### src/sv/cdd_pkg.sv
// Package for the complex down-converter/decimator: constants, coefficient
// tables, shared types and arithmetic helpers. No dependencies.
package cdd_pkg;

    localparam int SampleBits   = 24;
    localparam int NumSections  = 4;
    localparam int BlockLength  = 4096;
    localparam int RenormPeriod = 8192;
    localparam int QueueDepth   = 2;

    localparam logic [1:0] RegPhaseCos = 2'd0;
    localparam logic [1:0] RegPhaseSin = 2'd1;
    localparam logic [1:0] RegDecim    = 2'd2;
    localparam logic [1:0] RegMaxOut   = 2'd3;

    localparam logic signed [31:0] Q30One = 32'sh4000_0000;
    localparam logic signed [47:0] W48Max = {1'b0, {47{1'b1}}};
    localparam logic signed [47:0] W48Min = {1'b1, {47{1'b0}}};

    typedef logic signed [SampleBits-1:0] sample_t;
    typedef logic signed [47:0] word_t;

    // Work handed from the front end to the filter back end.
    typedef struct packed {
        logic        clear;
        logic signed [47:0] mix_re;
        logic signed [47:0] mix_im;
        logic        emit;
        logic [11:0] index;
        logic        last;
    } job_t;

    typedef enum logic [2:0] {
        FE_IDLE, FE_MIX, FE_ROT, FE_NORM_M, FE_NORM_S, FE_NORM_G, FE_NORM_P, FE_PUSH
    } fe_state_t;

    typedef enum logic [2:0] {
        BE_IDLE, BE_MUL, BE_MUL_HI, BE_SUM, BE_OUT
    } be_state_t;

    function automatic logic signed [27:0] coef_a1(input logic [1:0] s);
        case (s)
            2'd0:    coef_a1 = -28'sd32963874;
            2'd1:    coef_a1 = -28'sd32744092;
            2'd2:    coef_a1 = -28'sd32648462;
            default: coef_a1 = -28'sd32621619;
        endcase
    endfunction

    function automatic logic signed [27:0] coef_a2(input logic [1:0] s);
        case (s)
            2'd0:    coef_a2 = 28'sd16594344;
            2'd1:    coef_a2 = 28'sd16260478;
            2'd2:    coef_a2 = 28'sd16008820;
            default: coef_a2 = 28'sd15872924;
        endcase
    endfunction

    // Round a 66-bit value by 2^30 (ties up) and saturate to 32 bits.
    function automatic logic signed [31:0] rnd30_sat(input logic signed [65:0] p);
        logic signed [65:0] r;
        begin
            r = (p + 66'sd536870912) >>> 30;
            if (r > 66'sd2147483647)
                rnd30_sat = 32'sh7FFF_FFFF;
            else if (r < -66'sd2147483648)
                rnd30_sat = 32'sh8000_0000;
            else
                rnd30_sat = r[31:0];
        end
    endfunction

    function automatic logic signed [47:0] sat48(input logic signed [51:0] v);
        if (v > 52'(W48Max))
            sat48 = W48Max;
        else if (v < 52'(W48Min))
            sat48 = W48Min;
        else
            sat48 = v[47:0];
    endfunction

endpackage

### src/sv/cdd_queue.sv
// Short job queue between front end and filter back end.
// Depends on cdd_pkg.
module cdd_queue (
    input  logic          clk,
    input  logic          rst_n,
    input  cdd_pkg::job_t wr_job,
    input  logic          wr_valid,
    output logic          wr_ready,
    output cdd_pkg::job_t rd_job,
    output logic          rd_valid,
    input  logic          rd_ready
);
    import cdd_pkg::*;

    job_t mem_reg [QueueDepth];
    logic [$clog2(QueueDepth)-1:0] wp_reg, wp_next, rp_reg, rp_next;
    logic [$clog2(QueueDepth):0] cnt_reg, cnt_next;
    logic push, pop;

    assign wr_ready = (cnt_reg != ($clog2(QueueDepth)+1)'(QueueDepth));
    assign rd_valid = (cnt_reg != '0);
    assign rd_job   = mem_reg[rp_reg];
    assign push = wr_valid && wr_ready;
    assign pop  = rd_valid && rd_ready;

    always_comb
    begin
        wp_next = push ? wp_reg + 1'b1 : wp_reg;
        rp_next = pop ? rp_reg + 1'b1 : rp_reg;
        cnt_next = cnt_reg + {{$clog2(QueueDepth){1'b0}}, push}
                 - {{$clog2(QueueDepth){1'b0}}, pop};
    end

    always_ff @(posedge clk or negedge rst_n)
    begin
        if (!rst_n)
        begin
            wp_reg <= '0;
            rp_reg <= '0;
            cnt_reg <= '0;
        end
        else
        begin
            wp_reg <= wp_next;
            rp_reg <= rp_next;
            cnt_reg <= cnt_next;
        end
    end

    always_ff @(posedge clk)
    begin
        if (push)
            mem_reg[wp_reg] <= wr_job;
    end

endmodule

### config.mk
export PLATFORM = sky130hd
export DESIGN_NAME = cdd_queue
export DESIGN_NICKNAME = d
export VERILOG_FILES = /design/src/sv/cdd_pkg.sv /design/src/sv/cdd_queue.sv
export SDC_FILE = /design/constraint.sdc
export NUM_CORES = 1
export LEC_CHECK = 0
export ABC_AREA = 1
export BUFFER_PORTS_ARGS = -buffer_cell sky130_fd_sc_hd__buf_2
export CAP_MARGIN = 20
export CORE_MARGIN = 2
export CORE_UTILIZATION = 49
export CTS_BUF_LIST = sky130_fd_sc_hd__clkbuf_8
export DETAILED_ROUTE_END_ITERATION = 10
export PLACE_DENSITY = 0.76
export SLEW_MARGIN = 20
export SYNTH_ARGS = -nofsm -noshare
export SYNTH_HDL_FRONTEND = slang
export SYNTH_SLANG_ARGS = --single-unit
### constraint.sdc
create_clock -name clk -period 6.49 [get_ports clk]
set_clock_uncertainty 0.2 [all_clocks]
set_input_delay 0.9735 -clock clk [delete_from_list [all_inputs] [get_ports clk]]
set_output_delay 0.9735 -clock clk [all_outputs]
set_load 0.05 [all_outputs]
==> flow_metrics.tcl <==
set metrics [dict create \
    status "finished clean" \
    placed_cells 1040 \
    grt_use_total 0.174 \
    finalSetupViolCount 0 \
    wl_per_cell_um 14.5 \
    fillers 1213 \
    grt_max_degree 68 \
    synth_cell_types 14 \
    grt_pass1_vias 4897 \
    cts_buffers 38 \
    cp-end-kind "output port" \
    postCtsHoldBufs 0 \
    worst_pin_slew_ns 0.835 \
    synthFlopType "edfxtp_1" \
    synth-seq-cells 226 \
    die_w_um 134 \
    crit_path_top_delay_cell "dfrtp_4" \
    place_ws_ns 2.81 \
    root_buffer "clkbuf_8" \
    worstPathMaxFanout 62 \
    synth_edf_count 222 \
    yosysWarnings 0 \
    setup_tns_ns 0 \
    die-area_um2 18000 \
    rows 47 \
    yosysTopAreaCellShare 0.805 \
    yosysSeqAreaShare 0.817 \
    required_ns 5.32 \
    final_hold_viol_count 0 \
    syn_to_final_growth_pct 24.3 \
    final_layout_size_suffix_gt1_frac 0.320 \
    final_cells 1106 \
    fp.dieH_um 134 \
    slew_headroom 0.443 \
    critical_path_class "flop to output port" \
    min_period_over_period 0.645 \
    cts_tree "yes" \
    drc 0 \
    post-dp-hpwl_um 10300 \
    grt.overflow.total 0 \
    critical_path.cell_chain "clkinv_2, buf_4, nand2_1, nand2_1, buf_2" \
    start_kind "flop" \
    rsz0062_at_grt "no" \
    synth_area_um2 8280 \
    grt_pass1_wl_um 24100 \
    ant_nets 0 \
    synthTopCellsByCount "nand2_1, edfxtp_1, buf_2, buf_4, inv_1" \
    cap_violations 0 \
    routed_via_density 4.71 \
    clkTransAtPathRegs_ns 0.06 \
    largest_reg_flops 222 \
    syn-mean-instance-area_um2 13.6 \
    hold_path.class "primary input to asynchronous set/reset pin" \
    syn_inst 611 \
    fin_crit_ns 4.19 \
    synth_top_area_cell "edfxtp_1" \
    nets 976 \
    synth.area.top_cells "edfxtp_1, nand2_1, dfrtp_1" \
    drt_first_iter_violations 360 \
    h-tree-depth 2 \
    worstSkewPairLatency_ns 0.51 \
    synthArstFlopShare 0.0177 \
    via_count 5206 \
    drt-total-wl_um 16000 \
    start_util 0.501 \
    coreArea_um2 16500 \
    antenna_found_initial 3 \
    clockBufferDepth 3 \
    critical_path_buf_inv_count 3 \
    setup_slack_ns 2.30 \
    clock-sinks 226 \
    post-cts-setup-buffers 0 \
    cp_data_arrival_time_ns 3.01 \
    ctsResizeCount 0 \
    fmax_ghz 0.239 \
    crit_family "buffers and inverters" \
    yosysMostFrequentCell "nand2_1" \
    io_buffers 227 \
    ios 228 \
    routabilityCongestion 0.769 \
    first_pass_iters 4 \
    slowest_delay_ns 0.73 \
    syn_nets 727 \
    slew_violations 0 \
    crit_path_frequent_cell "nand2_1" \
]
## layer usage
metal	track usage	up-vias	wire, um
met5	0	-	16
met1	0.204	2422	6230
met2	0.295	182	8090
met4	0.0798	2	514
met3	0.0540	39	1180
li1	-	2561	-
## kinds of logic (layout without fill, tap and decap cells)
group	after synthesis	after routing	synth area share
DFF	226	226	0.817
adders and majority gates	1	1	0.00151
and+or+nand+nor	349	349	0.158
AOI/OAI and AO/OA	2	2	0.00121
buffers and inverters	32	306	0.0207
other	0	1	0
xor gates and xnor gates	1	1	0.00106
## worst paths after layout
check,cells after the start,from,slack (ns),end
min,1,rst_n,0.06,rp_reg
min reg2reg,1,cnt_reg[0],0.38,cnt_reg[0]
max in group asynchronous,1,rst_n,5.89,rp_reg
max,5,rp_reg,2.30,rd_job[19]
min in group clk,1,cnt_reg[0],0.38,cnt_reg[0]
max reg2reg,3,rp_reg,3.81,rp_reg
## layout by cell type, fill, tap and decap left out
master,instances
diode_2,1
clkbuf_8,39
a21oi_1,1
clkinv_2,4
inv_1,21
dfrtp_4,1
xor2_1,1
clkinv_1,5
bufinv_16,1
nand2_1,342
nor2_1,3
nor2_4,2
ha_1,1
nand3_1,2
dfrtp_1,3
edfxtp_1,222
o21ai_0,1
buf_2,227
buf_4,6
clkinvlp_4,3
## final cells by class
| type | instances | area (um^2) | area share |
|---|---|---|---|
| Sequential cell | 226 | 6770 | 0.658 |
| Multi-Input combinational cell | 353 | 1360 | 0.132 |
| Timing Repair Buffer | 233 | 1180 | 0.115 |
| Clock buffer | 39 | 537 | 0.0521 |
| Tap cell | 220 | 275 | 0.0267 |
| Clock inverter | 26 | 139 | 0.0135 |
| Inverter | 8 | 31.3 | 0.00304 |
| Antenna cell | 1 | 2.50 | 0.000243 |
## metrics by stage
step | util | instance area, um^2 | hold WS [ns]
finish | 0.623 | 10300 | 0.0579
global route | 0.623 | 10300 | 0.0281
CTS | 0.623 | 10300 | 0.0259
detailed placement | 0.582 | 9620 | 0.371
global placement | 0.582 | 9620 | 0.349
floorplan | - | 8290 | 0.304
## worst register-to-register path: stages (launching register included)
cell and delay (ns):
dfrtp_4 0.73, clkinv_2 0.72, buf_4 0.58, xor2_1 0.31
Power is not shown: default switching activity piles up to over one toggle a cycle in this logic, so the estimate is an artifact.
